===== config.mk =====
export PLATFORM = sky130hd
export DESIGN_NAME = uart_error_tagged_byte_rings
export DESIGN_NICKNAME = d
export VERILOG_FILES = /design/src/hdl/uetbr_pkg.sv /design/src/hdl/uetbr_ctrl.sv /design/src/hdl/uetbr_dpath.sv /design/src/hdl/uart_error_tagged_byte_rings.sv
export VERILOG_INCLUDE_DIRS = /design/src /design/src/hdl
export SDC_FILE = /design/constraint.sdc
export NUM_CORES = 1
export LEC_CHECK = 0
export ABC_CLOCK_PERIOD_IN_PS = 10100
export BUFFER_PORTS_ARGS = -buffer_cell sky130_fd_sc_hd__buf_2
export CAP_MARGIN = 20
export CORE_UTILIZATION = 40
export DETAILED_ROUTE_END_ITERATION = 7
export PLACE_DENSITY = 0.57
export RECOVER_POWER = 50
export SYNTH_ARGS = -nofsm -noshare
export SYNTH_HDL_FRONTEND = slang
export SYNTH_SLANG_ARGS = --single-unit

===== constraint.sdc =====
create_clock -name clock -period 10.1 [get_ports clock]
set_input_delay 2.525 -clock clock [delete_from_list [all_inputs] [get_ports clock]]
set_output_delay 2.525 -clock clock [all_outputs]
set_load 0.01 [all_outputs]

===== src/hdl/assert_macros.svh =====
// ----------------------------------------------------------------------------
// assertion macros
// shared concurrent assertion forms for the ring block
// ----------------------------------------------------------------------------
`ifndef ASSERT_MACROS_SVH
`define ASSERT_MACROS_SVH

`ifndef ASSERT_OFF

`define ASSERT_ALWAYS(lbl, clk, rst, expr) \
   lbl: assert property (@(posedge clk) disable iff (rst) (expr)) \
      else $error("assertion failed");

`define ASSERT_IMPLY(lbl, clk, rst, ante, cons) \
   lbl: assert property (@(posedge clk) disable iff (rst) (ante) |-> (cons)) \
      else $error("assertion failed");

`define ASSERT_NEXT(lbl, clk, rst, ante, cons) \
   lbl: assert property (@(posedge clk) disable iff (rst) (ante) |=> (cons)) \
      else $error("assertion failed");

`else

`define ASSERT_ALWAYS(lbl, clk, rst, expr)
`define ASSERT_IMPLY(lbl, clk, rst, ante, cons)
`define ASSERT_NEXT(lbl, clk, rst, ante, cons)

`endif

`endif


===== src/hdl/uetbr_pkg.sv =====
// ----------------------------------------------------------------------------
// uetbr_pkg
// types, codes and defaults shared by the uart byte ring block
// ----------------------------------------------------------------------------
package uetbr_pkg;

   localparam int RX_DEPTH_DEF = 64;
   localparam int TX_DEPTH_DEF = 64;

   localparam logic [1:0] CMD_LINE_BYTE  = 2'd0;
   localparam logic [1:0] CMD_DRAIN      = 2'd1;
   localparam logic [1:0] CMD_HOST_WRITE = 2'd2;
   localparam logic [1:0] CMD_TX_READY   = 2'd3;

   localparam logic [1:0] STATUS_OK      = 2'd0;
   localparam logic [1:0] STATUS_NO_DATA = 2'd1;
   localparam logic [1:0] STATUS_TX_FULL = 2'd2;
   localparam logic [1:0] STATUS_INVALID = 2'd3;

   typedef struct packed {
      logic [1:0] cmd;
      logic [7:0] data_byte;
      logic       parity_err;
      logic       overrun_err;
      logic       framing_err;
      logic       first_of_burst;
      logic [6:0] burst_len;
   } req_type;

   typedef struct packed {
      logic [1:0] status;
      logic [7:0] read_byte;
      logic       read_valid;
      logic       last;
      logic       rx_restart;
      logic [7:0] tx_byte;
      logic       tx_valid;
      logic       tx_irq_enable;
      logic [5:0] tx_free;
      logic [5:0] rx_count;
   } rsp_type;

   // controller to datapath
   typedef struct packed {
      logic capture;
      logic exec;
      logic drain_begin;
      logic drain_emit;
   } ctrl_type;

   // datapath to controller
   typedef struct packed {
      logic [1:0] cmd;
      logic       rx_empty;
      logic       clean_none;
      logic       drain_at_last;
      logic       out_free;
   } stat_type;

endpackage


===== src/hdl/uetbr_ctrl.sv =====
// ----------------------------------------------------------------------------
// uetbr_ctrl
// sequencer: takes one request, runs it, while the result slot is free walks a drain one byte per cycle
// ----------------------------------------------------------------------------
module uetbr_ctrl (
   input  logic                clock,
   input  logic                reset,
   input  logic                req_valid,
   output logic                req_ready,
   input  uetbr_pkg::stat_type stat,
   output uetbr_pkg::ctrl_type ctrl
);

   typedef enum logic [1:0] {
      ST_IDLE,
      ST_EXEC,
      ST_DRAIN
   } state_type;

   state_type state_ff, state_in;

   assign req_ready = (state_ff == ST_IDLE);

   always_comb begin
      state_in = state_ff;
      ctrl     = '0;
      unique case (state_ff)
         ST_IDLE: begin
            if (req_valid) begin
               ctrl.capture = 1'b1;
               state_in     = ST_EXEC;
            end
         end
         ST_EXEC: begin
            if (stat.cmd == uetbr_pkg::CMD_DRAIN && !stat.rx_empty && !stat.clean_none) begin
               ctrl.drain_begin = 1'b1;
               state_in         = ST_DRAIN;
            end else if (stat.out_free) begin
               ctrl.exec = 1'b1;
               state_in  = ST_IDLE;
            end
         end
         ST_DRAIN: begin
            if (stat.out_free) begin
               ctrl.drain_emit = 1'b1;
               if (stat.drain_at_last) begin
                  state_in = ST_IDLE;
               end
            end
         end
         default: begin
            state_in = ST_IDLE;
         end
      endcase
   end

   always_ff @(posedge clock) begin
      if (reset) begin
         state_ff <= ST_IDLE;
      end else begin
         state_ff <= state_in;
      end
   end

endmodule


===== src/hdl/uetbr_dpath.sv =====
// ----------------------------------------------------------------------------
// uetbr_dpath
// request register, receive and transmit rings, result register
// ----------------------------------------------------------------------------
`include "assert_macros.svh"

module uetbr_dpath #(
   parameter int RX_DEPTH = uetbr_pkg::RX_DEPTH_DEF,
   parameter int TX_DEPTH = uetbr_pkg::TX_DEPTH_DEF
) (
   input  logic                clock,
   input  logic                reset,
   input  uetbr_pkg::req_type  req_data,
   input  uetbr_pkg::ctrl_type ctrl,
   output uetbr_pkg::stat_type stat,
   output logic                rsp_valid,
   input  logic                rsp_ready,
   output uetbr_pkg::rsp_type  rsp_data
);

   localparam int RX_AW = $clog2(RX_DEPTH);
   localparam int TX_AW = $clog2(TX_DEPTH);
   localparam int BW    = TX_AW + 8;
   localparam int FW    = (TX_AW > 6) ? TX_AW : 6;

   function automatic logic [RX_AW-1:0] rx_inc(input logic [RX_AW-1:0] p);
      rx_inc = (p == RX_AW'(RX_DEPTH - 1)) ? '0 : p + 1'b1;
   endfunction

   function automatic logic [TX_AW-1:0] tx_inc(input logic [TX_AW-1:0] p);
      tx_inc = (p == TX_AW'(TX_DEPTH - 1)) ? '0 : p + 1'b1;
   endfunction

   function automatic logic [RX_AW-1:0] rx_used(input logic [RX_AW-1:0] w,
                                                 input logic [RX_AW-1:0] r);
      rx_used = (w >= r) ? (w - r)
                         : RX_AW'({1'b0, w} + (RX_AW+1)'(RX_DEPTH) - {1'b0, r});
   endfunction

   function automatic logic [TX_AW-1:0] tx_used(input logic [TX_AW-1:0] w,
                                                 input logic [TX_AW-1:0] r);
      tx_used = (w >= r) ? (w - r)
                         : TX_AW'({1'b0, w} + (TX_AW+1)'(TX_DEPTH) - {1'b0, r});
   endfunction

   logic [7:0] rx_mem [RX_DEPTH];
   logic [7:0] tx_mem [TX_DEPTH];

   uetbr_pkg::req_type req_ff, req_in;
   uetbr_pkg::rsp_type rsp_ff, rsp_in;
   logic               rsp_valid_ff, rsp_valid_in;

   logic [RX_AW-1:0] rx_wp_ff, rx_wp_in, rx_rp_ff, rx_rp_in;
   logic [RX_AW-1:0] cur_ff, cur_in, err_ptr_ff, err_ptr_in;
   logic             err_seen_ff, err_seen_in;
   logic [TX_AW-1:0] tx_wp_ff, tx_wp_in, tx_rp_ff, tx_rp_in;
   logic             tx_idle_ff, tx_idle_in;
   logic             rejected_ff, rejected_in;
   logic [7:0]       rx_rdata_ff, tx_rdata_ff;

   logic             rx_we, tx_we, err_any, rx_room, out_free;
   logic [7:0]       rx_wdata;
   logic [RX_AW-1:0] drain_start, rx_used_nx;
   logic [TX_AW-1:0] tx_used_ff, tx_used_nx, tx_free_nx;
   logic [FW-1:0]    tx_free_w;

   assign err_any     = req_ff.parity_err | req_ff.overrun_err | req_ff.framing_err;
   assign rx_wdata    = err_any ? 8'h00 : req_ff.data_byte;
   assign rx_room     = rx_used(rx_wp_ff, rx_rp_ff) < RX_AW'(RX_DEPTH - 1);
   assign drain_start = err_seen_ff ? rx_inc(err_ptr_ff) : rx_rp_ff;
   assign tx_used_ff  = tx_used(tx_wp_ff, tx_rp_ff);
   assign out_free    = !rsp_valid_ff || rsp_ready;

   assign stat.cmd           = req_ff.cmd;
   assign stat.rx_empty      = (rx_wp_ff == rx_rp_ff);
   assign stat.clean_none    = (drain_start == rx_wp_ff);
   assign stat.drain_at_last = (rx_inc(cur_ff) == rx_wp_ff);
   assign stat.out_free      = out_free;

   always_comb begin
      req_in      = ctrl.capture ? req_data : req_ff;
      rx_wp_in    = rx_wp_ff;
      rx_rp_in    = rx_rp_ff;
      cur_in      = cur_ff;
      err_ptr_in  = err_ptr_ff;
      err_seen_in = err_seen_ff;
      tx_wp_in    = tx_wp_ff;
      tx_rp_in    = tx_rp_ff;
      tx_idle_in  = tx_idle_ff;
      rejected_in = rejected_ff;
      rx_we       = 1'b0;
      tx_we       = 1'b0;
      rsp_in      = '0;

      if (ctrl.exec) begin
         rsp_in.last = 1'b1;
         unique case (req_ff.cmd)
            uetbr_pkg::CMD_LINE_BYTE: begin
               rsp_in.rx_restart = err_any;
               if (rx_room) begin
                  rx_we    = 1'b1;
                  rx_wp_in = rx_inc(rx_wp_ff);
                  if (err_any) begin
                     err_ptr_in  = rx_wp_ff;
                     err_seen_in = 1'b1;
                  end
               end
            end
            uetbr_pkg::CMD_DRAIN: begin
               if (stat.rx_empty) begin
                  rsp_in.status = uetbr_pkg::STATUS_NO_DATA;
               end else begin
                  rx_rp_in    = rx_wp_ff;
                  err_seen_in = 1'b0;
               end
            end
            uetbr_pkg::CMD_HOST_WRITE: begin
               if (req_ff.first_of_burst) begin
                  if (req_ff.burst_len == 7'd0) begin
                     rsp_in.status = uetbr_pkg::STATUS_INVALID;
                     rejected_in   = 1'b1;
                  end else if (BW'(req_ff.burst_len) + BW'(tx_used_ff) >
                               BW'(TX_DEPTH - 1)) begin
                     rsp_in.status = uetbr_pkg::STATUS_TX_FULL;
                     rejected_in   = 1'b1;
                  end else begin
                     rejected_in = 1'b0;
                     tx_we       = 1'b1;
                  end
               end else if (!rejected_ff) begin
                  if (tx_used_ff < TX_AW'(TX_DEPTH - 1)) begin
                     tx_we = 1'b1;
                  end else begin
                     rsp_in.status = uetbr_pkg::STATUS_TX_FULL;
                  end
               end
               if (tx_we) begin
                  tx_wp_in   = tx_inc(tx_wp_ff);
                  tx_idle_in = 1'b0;
               end
            end
            uetbr_pkg::CMD_TX_READY: begin
               if (tx_used_ff != '0) begin
                  rsp_in.tx_byte  = tx_rdata_ff;
                  rsp_in.tx_valid = 1'b1;
                  tx_rp_in        = tx_inc(tx_rp_ff);
               end else begin
                  tx_idle_in = 1'b1;
               end
            end
            default: begin
               rsp_in.status = uetbr_pkg::STATUS_OK;
            end
         endcase
      end

      if (ctrl.drain_begin) begin
         rx_rp_in    = rx_wp_ff;
         err_seen_in = 1'b0;
         cur_in      = drain_start;
      end

      if (ctrl.drain_emit) begin
         cur_in            = rx_inc(cur_ff);
         rsp_in.read_byte  = rx_rdata_ff;
         rsp_in.read_valid = 1'b1;
         rsp_in.last       = stat.drain_at_last;
      end

      rx_used_nx           = rx_used(rx_wp_in, rx_rp_in);
      tx_used_nx           = tx_used(tx_wp_in, tx_rp_in);
      tx_free_nx           = TX_AW'(TX_DEPTH - 1) - tx_used_nx;
      tx_free_w            = FW'(tx_free_nx);
      rsp_in.tx_irq_enable = !tx_idle_in;
      rsp_in.tx_free       = (tx_free_w > FW'(63)) ? 6'd63 : tx_free_w[5:0];
      rsp_in.rx_count      = 6'(rx_used_nx);

      if (ctrl.exec || ctrl.drain_emit) begin
         rsp_valid_in = 1'b1;
      end else if (rsp_ready) begin
         rsp_valid_in = 1'b0;
      end else begin
         rsp_valid_in = rsp_valid_ff;
      end
   end

   always_ff @(posedge clock) begin
      if (reset) begin
         rx_wp_ff     <= '0;
         rx_rp_ff     <= '0;
         cur_ff       <= '0;
         err_ptr_ff   <= '0;
         err_seen_ff  <= 1'b0;
         tx_wp_ff     <= '0;
         tx_rp_ff     <= '0;
         tx_idle_ff   <= 1'b1;
         rejected_ff  <= 1'b0;
         rsp_valid_ff <= 1'b0;
      end else begin
         rx_wp_ff     <= rx_wp_in;
         rx_rp_ff     <= rx_rp_in;
         cur_ff       <= cur_in;
         err_ptr_ff   <= err_ptr_in;
         err_seen_ff  <= err_seen_in;
         tx_wp_ff     <= tx_wp_in;
         tx_rp_ff     <= tx_rp_in;
         tx_idle_ff   <= tx_idle_in;
         rejected_ff  <= rejected_in;
         rsp_valid_ff <= rsp_valid_in;
      end
   end

   always_ff @(posedge clock) begin
      req_ff <= req_in;
      if (ctrl.exec || ctrl.drain_emit) begin
         rsp_ff <= rsp_in;
      end
   end

   // ring storage, read data registered
   always_ff @(posedge clock) begin
      if (rx_we) begin
         rx_mem[rx_wp_ff] <= rx_wdata;
      end
      rx_rdata_ff <= rx_mem[cur_in];
   end

   always_ff @(posedge clock) begin
      if (tx_we) begin
         tx_mem[tx_wp_ff] <= req_ff.data_byte;
      end
      tx_rdata_ff <= tx_mem[tx_rp_ff];
   end

   assign rsp_valid = rsp_valid_ff;
   assign rsp_data  = rsp_ff;

   `ASSERT_ALWAYS(a_one_cmd, clock, reset, !(ctrl.exec && (ctrl.drain_emit || ctrl.drain_begin)))
   `ASSERT_NEXT(a_drain_empties, clock, reset, ctrl.drain_begin, rx_wp_ff == rx_rp_ff)
   `ASSERT_IMPLY(a_tx_no_overfill, clock, reset, tx_we, tx_used_ff < TX_AW'(TX_DEPTH - 1))
   `ASSERT_IMPLY(a_emit_needs_slot, clock, reset, ctrl.drain_emit || ctrl.exec, out_free)

endmodule


===== src/hdl/uart_error_tagged_byte_rings.sv =====
// ----------------------------------------------------------------------------
// uart_error_tagged_byte_rings
// receive and transmit byte rings between a uart and a host
// ----------------------------------------------------------------------------
// req channel carries one request: line byte, host drain, host write byte or
// transmitter ready. rsp channel returns the results, one per request except a
// drain, which gives one result per clean byte after the last error entry
// (last marks the final one), or a single result when there is nothing to give.
// a request is taken only when the previous one is done; a result register
// sits on rsp, so the next request is taken while a result waits there.
// a single-result request passes the request register, then the exec state,
// then the result register. a drain gives one byte per cycle, while the
// result register is free or being read, out of the receive ring memory
// read port. when rsp_ready is low the block holds the result and waits,
// nothing is dropped. synchronous reset empties both rings, marks the
// transmitter idle and clears the burst reject flag; no clearing pass.
// ----------------------------------------------------------------------------
module uart_error_tagged_byte_rings #(
   parameter int RX_DEPTH = uetbr_pkg::RX_DEPTH_DEF,
   parameter int TX_DEPTH = uetbr_pkg::TX_DEPTH_DEF
) (
   input  logic               clock,
   input  logic               reset,
   input  logic               req_valid,
   output logic               req_ready,
   input  uetbr_pkg::req_type req_data,
   output logic               rsp_valid,
   input  logic               rsp_ready,
   output uetbr_pkg::rsp_type rsp_data
);

   uetbr_pkg::ctrl_type ctrl;
   uetbr_pkg::stat_type stat;

   uetbr_ctrl u_ctrl (
      .clock     (clock),
      .reset     (reset),
      .req_valid (req_valid),
      .req_ready (req_ready),
      .stat      (stat),
      .ctrl      (ctrl)
   );

   uetbr_dpath #(
      .RX_DEPTH (RX_DEPTH),
      .TX_DEPTH (TX_DEPTH)
   ) u_dpath (
      .clock     (clock),
      .reset     (reset),
      .req_data  (req_data),
      .ctrl      (ctrl),
      .stat      (stat),
      .rsp_valid (rsp_valid),
      .rsp_ready (rsp_ready),
      .rsp_data  (rsp_data)
   );

endmodule

==> results of run 1 <==
-- cells by family after synthesis --
family          after synthesis  share of synthesized area
compound gates              296                     0.0473
xor+xnor                     45                    0.00870
fa+ha+maj                    40                     0.0115
buf+inv                     202                     0.0193
flops                      1138                      0.727
mux                         251                      0.100
simple gates                870                     0.0856
-- routing by layer --
layer	global-route usage	vias up	share of wire
met5	0	-	0.00018
met3	0.0426	197	0.080
met4	0.0610	4	0.027
met2	0.304	1042	0.46
li1	-	11200	-
met1	0.284	13200	0.43
-- worst register-to-register path, cell delays in order (launching register included) --
cell and delay, ns:
dfxtp_1 0.71, mux2i_1 0.41, xnor2_1 0.12, a211oi_1 0.33, nand3_1 0.38, o31ai_1 1.11, a221o_1 0.32, clkbuf_1 0.73
nand2_1 0.96, nor2_1 0.69, a21boi_0 0.28, a2111oi_0 0.15, a211o_1 0.34
-- power by group --
group / switching, mW / internal (mW) / leakage, nW
Clock: 1.77 / 2.34 / 1.78
Combinational: 0.383 / 0.152 / 4.30
Sequential: 0.0169 / 5.18 / 10.7
-- sequential cells by signal, summed over array words and instances (netlist names), 8 cells and up, named ones only --
name and count:
u_dpath.req_ff 19, u_dpath.tx_mem 512, u_dpath.rx_rdata_ff 8, u_dpath.rx_mem 512, u_dpath.tx_rdata_ff 8, u_dpath.rsp_data 35
-- cells in the final DEF, fill, tap and decap left out, drive strengths merged, types with 5 or more instances in the layout --
cell and count:
clkbuf 211, dfxtp 58, nor4b 8, a211oi 53, or3 6, nand3 80
nand2 392, clkinvlp 7, clkinv 43, nand3b 6, nand4 5, ha 36
buf 65, and2 23, xor2 16, o31ai 24, edfxtp 1080, o32ai 15
nor2b 22, a21boi 45, o21ai 12, a311oi 37, nor2 176, nor4 18
mux4 168, o211ai 7, or4 9, a21o 7, bufinv 7, xnor2 29
and3 86, mux2i 66, inv 38, mux2 17, a31oi 15, a32oi 7
a21oi 45, nor3 25
-- final timing paths --
kind | slack (ns) | endpoint | cells after the start
worst max-delay path | 3.19 | u_dpath.rx_rdata_ff[3] | 12
worst min-delay path | 0.52 | u_dpath.rsp_data[18] | 1
worst max register to register | 3.46 | u_dpath.rx_rdata_ff[6] | 12
worst min register to register | 0.52 | u_dpath.rsp_data[18] | 1
-- final cells by class --
type / instances / share of cell area
clock inverter: 62 / 0.00991
clock buffer: 147 / 0.0602
tap: 1512 / 0.0366
inverter: 33 / 0.00240
multi-input combinational: 1502 / 0.227
antenna: 1 / 0.0000484
sequential: 1138 / 0.650
timing repair buffer: 129 / 0.0131
-- per-stage QoR --
stage	area, um^2	hold slack [ns]	instances	setup WS, ns	power (mW)
final	51700	0.516	4524	3.19	9.84
after global routing	51700	0.537	4523	3.05	10.1
after detailed placement	48200	0.506	4314	2.81	5.82
after CTS	51800	0.515	4523	3.52	9.91
after floorplan	46200	0.473	2842	4.57	5.66
after global placement	48200	0.500	4314	2.94	5.81
==> metrics.sh, run 1 <==
SYNTH-WARNING-COUNT=0
CP_SLOWEST_CELL='and2_4'
CTS_RESIZED=0
SEQ_AREA_UM2=33600
GP_CONGESTION=0.879
WORST-ENDPOINT-REQUIRED_NS=10.61
SYNTH_AREA_UM2=46200
SYNTH-ASYNC-RESET-RATIO=0
CRITICAL_PATH_PEAK_FANOUT=89
CRITICAL_PATH.ENDPOINT_TYPE='flop'
STATIC-LEAKAGE-POWER_nW=16.7
CTS_TREE='built'
COUNT_OF_PINS_OVER_THEIR_SLEW_LIMIT=1031
POST_SYNTH_MAIN_AREA_CONTRIBUTORS='edfxtp_1 70%, mux4_2 8.2%, nand2_1 3.2%'
FINISH.UTILIZATION=0.452
CAP_VIOL_MAX_COUNT=19
FAILED_CHECKS='max-capacitance violations, max-slew violations'
DP.FINAL_HPWL_UM=71400
DIE_H_UM=342
CLOCK_TREE.ROOT_CELL='clkbuf_16'
CLOCK_TREE.BUFFER_DEPTH=3
MAXCLOCKFREQUENCY_GHz=0.145
FF_LATCH_COUNT_SYNTH=1138
YOSYSSEQAREASHARE=0.727
SETUP-VIOLATIONS-FINAL=0
TIMING.CRITICAL_PATH.SLOWEST_CELL_DELAY_NS=0.93
GRTUSAGETOTAL=0.199
DETAIL_ROUTE.DRC_VIOLATIONS=0
TIMING.CRITICAL_PATH.CELLS='buf_2, nand2b_1, nand2_1, nor2_1, o31a_1, o41a_4, and2_4, buf_4, mux2_2, o32ai_1, o31ai_1, o211ai_1'
WORST_CLOCK_SKEW_NS=0.0246
FIN_TNS_SETUP_NS=0
POSTROUTEWIRELENGTH_UM=116000
POSTROUTEANTENNANETS=0
SYNTH-EDFF-COUNT=1080
PATH_DELAY_FAMILY='simple AND/OR/NAND/NOR gates'
WORST_MARGIN_SLEW_NS=3.65
WL_PER_CELL_UM=25.7
SYN_AREA_PER_CELL_UM2=16.3
ARRIVAL_TIME_AT_THE_WORST_ENDPOINT_NS=7.42
ROUTED-VIA-COUNT=25700
FLOORPLAN.ROWS=124
GRT_MAX_DEGREE=90
MIN_PATH_TYPE='reg -> reg'
DIEAREA_UM2=117000
START_KIND='input port'
FINAL_PERIOD_MINUS_WORST_SETUP_SLACK_NS=6.91
POST-SYNTH-TOP-COUNT-CELL='edfxtp_1'
CRITICAL_REGISTER_TO_REGISTER_PATH_STARTPOINT='u_dpath.err_seen_ff'
RSZ_0062_RAISED_AFTER_GLOBAL_ROUTING='false'
AREA_TAKEN_BY_MULTI_INPUT_LOGIC_GATES_UM2=11700
SYNTH_LARGEST_TYPE_AREA_FRACTION=0.702
GRT.OVERFLOW.TOTAL=0
NUMBER_OF_VIOLATIONS_REPORTED_AT_THE_END_OF_DETAILED_ROUTING_ITERATION_0=2843
FLOORPLAN.INITIALDENSITY=0.404
POST_CTS_SETUP_BUFFERS=0
WORSTSETUPSTARTPOINT='rsp_ready'
NUMCTSBUFFERS=112
SYNTH_TOP_CELLS_BY_COUNT='1080 x edfxtp_1, 392 x nand2_1, 176 x nor2_1, 168 x mux4_2, 86 x and3_1'
MAX_SLEW_MARGIN=-1.44
TIMING.FINAL.CRIT_SHARE=0.684
AVGVIACOUNTPERCELL=5.67
IOS=62
INSERTION_DELAY_OF_THE_LATER_CLOCKED_PIN_IN_THE_WORST_SKEW_PAIR_NS=0.69
CTS_NUM_SINKS=1138
GRT_ANTENNA_BEFORE_REPAIR=9
POST_CTS_HOLD_BUFFER_COUNT=0
IO_BUFFER_COUNT=61
YS.FLOP_TYPE='edfxtp_1'
POWER.DENSITY_nW_PER_UM2=190
CLKTRANSATPATHREGS_NS=0.06
CP_NUM_BUF_INV=2
FILLERS=9834
POSTSYNTHCELLCOUNT=2842
FLOORPLAN.CORE_AREA_UM2=114000
VDD_DROP_MAX_uV=150
CTS.HTREE.LEVELS=3
GRT_FIRST_PASS_WIRELENGTH_UM=171000
RUN_STATUS='finished with violations'
WORST-SETUP-PATH-TYPE='in -> reg'
DRT-PASS1-ITER-COUNT=6
HORIZONTAL_EXTENT_OF_THE_DIE_UM=342
LAYOUT.NETS=2981
SYNTH.LIB_CELLS_USED.DISTINCT=68
FIRST_GLOBAL_VIAS=25500
SYNTH_AREA_LEADER_CELL='edfxtp_1'
STARTPOINT_OF_THE_LOWEST_SLACK_HOLD_PATH='u_dpath.tx_rdata_ff[4]'
SYNTHTOLAYOUTAREAGROWTH_PCT=11.8
SYN-NUM-NETS=2907
FINAL_HOLD_VIOLS=0
LAYOUT-DRIVE-GT1-SHARE=0.149
Note: power is estimated with default switching activity, not from simulation.
==> inputs of run 2 (changes only) <==
--- a/config.mk
+++ b/config.mk
@@ -6,12 +6,13 @@
 export SDC_FILE = /design/constraint.sdc
 export NUM_CORES = 1
 export LEC_CHECK = 0
-export ABC_CLOCK_PERIOD_IN_PS = 10100
+export ABC_AREA = 1
+export ABC_CLOCK_PERIOD_IN_PS = 6200
 export BUFFER_PORTS_ARGS = -buffer_cell sky130_fd_sc_hd__buf_2
 export CAP_MARGIN = 20
 export CORE_UTILIZATION = 40
 export DETAILED_ROUTE_END_ITERATION = 7
-export PLACE_DENSITY = 0.57
+export PLACE_DENSITY = 0.59
 export RECOVER_POWER = 50
 export SYNTH_ARGS = -nofsm -noshare
 export SYNTH_HDL_FRONTEND = slang
==> constraint.sdc (replaced) <==
create_clock -name clock -period 6.2 [get_ports clock]
set_input_delay 1.55 -clock clock [delete_from_list [all_inputs] [get_ports clock]]
set_output_delay 1.55 -clock clock [all_outputs]
set_load 0.01 [all_outputs]
==> run 2 against run 1 <==
Largest cell class unchanged. Sequential cell count stayed put. Routed wire length is 9.6% higher. Die area is 5.2% higher. Count of clock-buffer cells in the layout is 2 higher. Clock skew is 0.0060 ns higher. The flow still finishes with violations (max-capacitance violations, max-slew violations). Worst setup slack worse by 2.4 ns. Design area is 4.8% higher. Sequential power is 62% higher. Global-route usage is 0.96 points higher. First-iteration DRC count is 21% higher. Synthesized area is 5.2% higher.
==> metrics.sh, run 2 <==
FIN_TNS_SETUP_NS=0
TOTAL_SWITCHING_POWER_mW=3.25
POWER.COMBINATIONAL.FRACTION=0.019
VDD_DROP_MAX_uV=248
INSERTION_DELAY_OF_THE_LATER_CLOCKED_PIN_IN_THE_WORST_SKEW_PAIR_NS=0.72
FLOORPLAN.CORE_AREA_UM2=120000
SYNTH_AREA_UM2=48600
FF_LATCH_COUNT_SYNTH=1138
RUN_STATUS='finished with violations'
GRT_FIRST_PASS_WIRELENGTH_UM=193000
SYNTH_TOP_CELLS_BY_COUNT='1080 x edfxtp_1, 659 x nand2_1, 618 x nand3_1, 612 x inv_1, 483 x nor2_1'
CRITICAL_PATH.ENDPOINT_TYPE='flop'
CTS_TREE='built'
DIEAREA_UM2=123000
LAYOUT-DRIVE-GT1-SHARE=0.0613
SYNTH-WARNING-COUNT=0
FAILED_CHECKS='max-capacitance violations, max-slew violations'
NUMBER_OF_VIOLATIONS_REPORTED_AT_THE_END_OF_DETAILED_ROUTING_ITERATION_0=3436
DRT-PASS1-ITER-COUNT=7
SHARE_OF_TOTAL_POWER_IN_SEQUENTIAL_CELLS=0.540
YS.FLOP_TYPE='edfxtp_1'
DP.FINAL_HPWL_UM=75900
GRT_ANTENNA_BEFORE_REPAIR=1
AVGVIACOUNTPERCELL=5.21
SYNTH.LIB_CELLS_USED.DISTINCT=47
NUMCTSBUFFERS=116
CRITICAL_PATH_PEAK_FANOUT=34
SYN_AREA_PER_CELL_UM2=11.0
FIN_HOLD_WS_NS=0.488
ROUTED-VIA-COUNT=31900
STATIC-LEAKAGE-POWER_nW=20.5
IO_BUFFER_COUNT=61
FLOORPLAN.INITIALDENSITY=0.405
POST_CTS_SETUP_BUFFERS=0
SYNTH_AREA_LEADER_CELL='edfxtp_1'
FINAL_HOLD_VIOLS=0
FIRST_GLOBAL_VIAS=30400
CTS_RESIZED=0
LAYOUT.NETS=4481
RSZ_0062_RAISED_AFTER_GLOBAL_ROUTING='false'
CLOCK_TREE.ROOT_CELL='clkbuf_16'
TIMING.FINAL.CRIT_SHARE=0.870
POWER.DENSITY_nW_PER_UM2=289
FINAL_PERIOD_MINUS_WORST_SETUP_SLACK_NS=5.39
SYNTH-EDFF-COUNT=1080
POST_CTS_HOLD_BUFFER_COUNT=0
WORST_MARGIN_SLEW_NS=3.69
POSTROUTEANTENNANETS=0
SWSHARE=0.207
SHARE_CLK_OF_TOTAL_POWER=0.442
CTS_NUM_SINKS=1138
IOS=62
GP_CONGESTION=0.887
SYNTH-ASYNC-RESET-RATIO=0
CLKTRANSATPATHREGS_NS=0.06
WL_PER_CELL_UM=20.8
POSTSYNTHCELLCOUNT=4407
GRT_MAX_DEGREE=150
DIE_H_UM=351
SYNTH_LARGEST_TYPE_AREA_FRACTION=0.667
CLOCK_TREE.BUFFER_DEPTH=3
START_KIND='flop'
CTS.HTREE.LEVELS=3
INTERNAL_POWER_mW=12.4
COMMONEST_NON_FILL_NON_TAP_CELL_IN_THE_LAYOUT='edfxtp_1'
SYNTHTOLAYOUTAREAGROWTH_PCT=11.4
SYN-NUM-NETS=4472
POST-SYNTH-TOP-COUNT-CELL='edfxtp_1'
POSTROUTEWIRELENGTH_UM=128000
ARRIVAL_TIME_AT_THE_WORST_ENDPOINT_NS=5.78
CAP_VIOL_MAX_COUNT=19
MAX_SLEW_MARGIN=-1.46
YOSYSSEQAREASHARE=0.691
COUNT_OF_PINS_OVER_THEIR_SLEW_LIMIT=830
SETUP-VIOLATIONS-FINAL=0
WORST_CLOCK_SKEW_NS=0.0306
WORST-ENDPOINT-REQUIRED_NS=6.59
GRT.OVERFLOW.TOTAL=0
POST_SYNTH_MAIN_AREA_CONTRIBUTORS='edfxtp_1 67%, nand3_1 6.4%, nand2_1 5.1%'
MAXCLOCKFREQUENCY_GHz=0.185
MIN_PATH_TYPE='reg -> reg'
GRTUSAGETOTAL=0.208
HORIZONTAL_EXTENT_OF_THE_DIE_UM=351
WORST-SETUP-PATH-TYPE='reg -> reg'
FLOORPLAN.ROWS=127
DETAIL_ROUTE.DRC_VIOLATIONS=0
LAYOUT_COMMON_CELLS='1080 x edfxtp_1, 659 x nand2_1, 618 x nand3_1'
-- run 2: changes by cell type after synthesis, moves of 49 or more --
cell and delta:
o21ai_0 +283, inv_1 +580, o221ai_1 +52, clkbuf_1 +49, mux4_2 -168, nand2_1 +267, mux2i_1 -65, and3_1 -86
o22ai_1 +74, nor2_1 +307, a211oi_1 -50, nand3_1 +539
-- run 2: cell families (layout without fill, tap and decap cells) --
group / Yosys count / count (layout) / synth area share
simple gates: 1817 / 1817 / 0.161
compound gates: 532 / 532 / 0.0635
buf+inv: 854 / 965 / 0.0691
other cells: 0 / 1 / 0
xor+xnor: 26 / 26 / 0.00468
flops: 1138 / 1138 / 0.691
fa+ha+maj: 40 / 40 / 0.0109
-- run 2: path summary, 6_finish.rpt --
path,startpoint,to,slack (ns),depth (start not counted)
setup / recovery,u_dpath.req_ff[15],u_dpath.rx_mem[14][4],0.81,4
hold / removal,u_dpath.err_ptr_ff[4],u_dpath.err_ptr_ff[4],0.49,2
setup reg to reg,u_dpath.req_ff[15],u_dpath.rx_mem[14][4],0.81,4
hold reg to reg,u_dpath.err_ptr_ff[4],u_dpath.err_ptr_ff[4],0.49,2
-- run 2: final cells by class --
cell class / instances / area, um^2
tap: 1612 / 2020
inverter: 625 / 2350
clock buffer: 149 / 3120
clock inverter: 71 / 654
fill: 11100 / 66000
timing repair buffer: 120 / 699
sequential: 1138 / 33600
antenna: 1 / 2.50
multi-input combinational: 2415 / 11700
-- run 2: worst max-delay path, cell delays in order (launching register included) --
cell	delay (ns)
edfxtp_1	0.32
clkbuf_1	1.45
inv_1	0.11
nor2_1	2.24
clkbuf_2	0.94
-- run 2: metal layers --
metal / share of wire / track usage
met5: 0 / 0
met3: 0.064 / 0.0309
met4: 0.029 / 0.0639
met1: 0.45 / 0.293
met2: 0.46 / 0.332
-- run 2: power groups by stage --
stage               Sequential (mW)  Clock [mW]  Combinational [mW]
floorplan                      8.63           0               0.120
global placement               8.60           0               0.303
detailed placement             8.60           0               0.307
CTS                            8.44        7.02               0.308
global route                   8.45        7.31               0.319
finish                         8.45        6.92               0.293
-- run 2: metrics by stage --
step	utilization	power, mW	cell area (um^2)	instances	setup WS (ns)
after CTS	0.452	15.8	54400	6130	1.02
after detailed placement	0.421	8.91	50600	5910	1.03
final	0.451	15.7	54100	6131	0.807
after global placement	0.421	8.91	50600	5910	1.03
after global routing	0.451	16.1	54100	6130	0.344
after floorplan	-	8.75	48600	4407	1.29
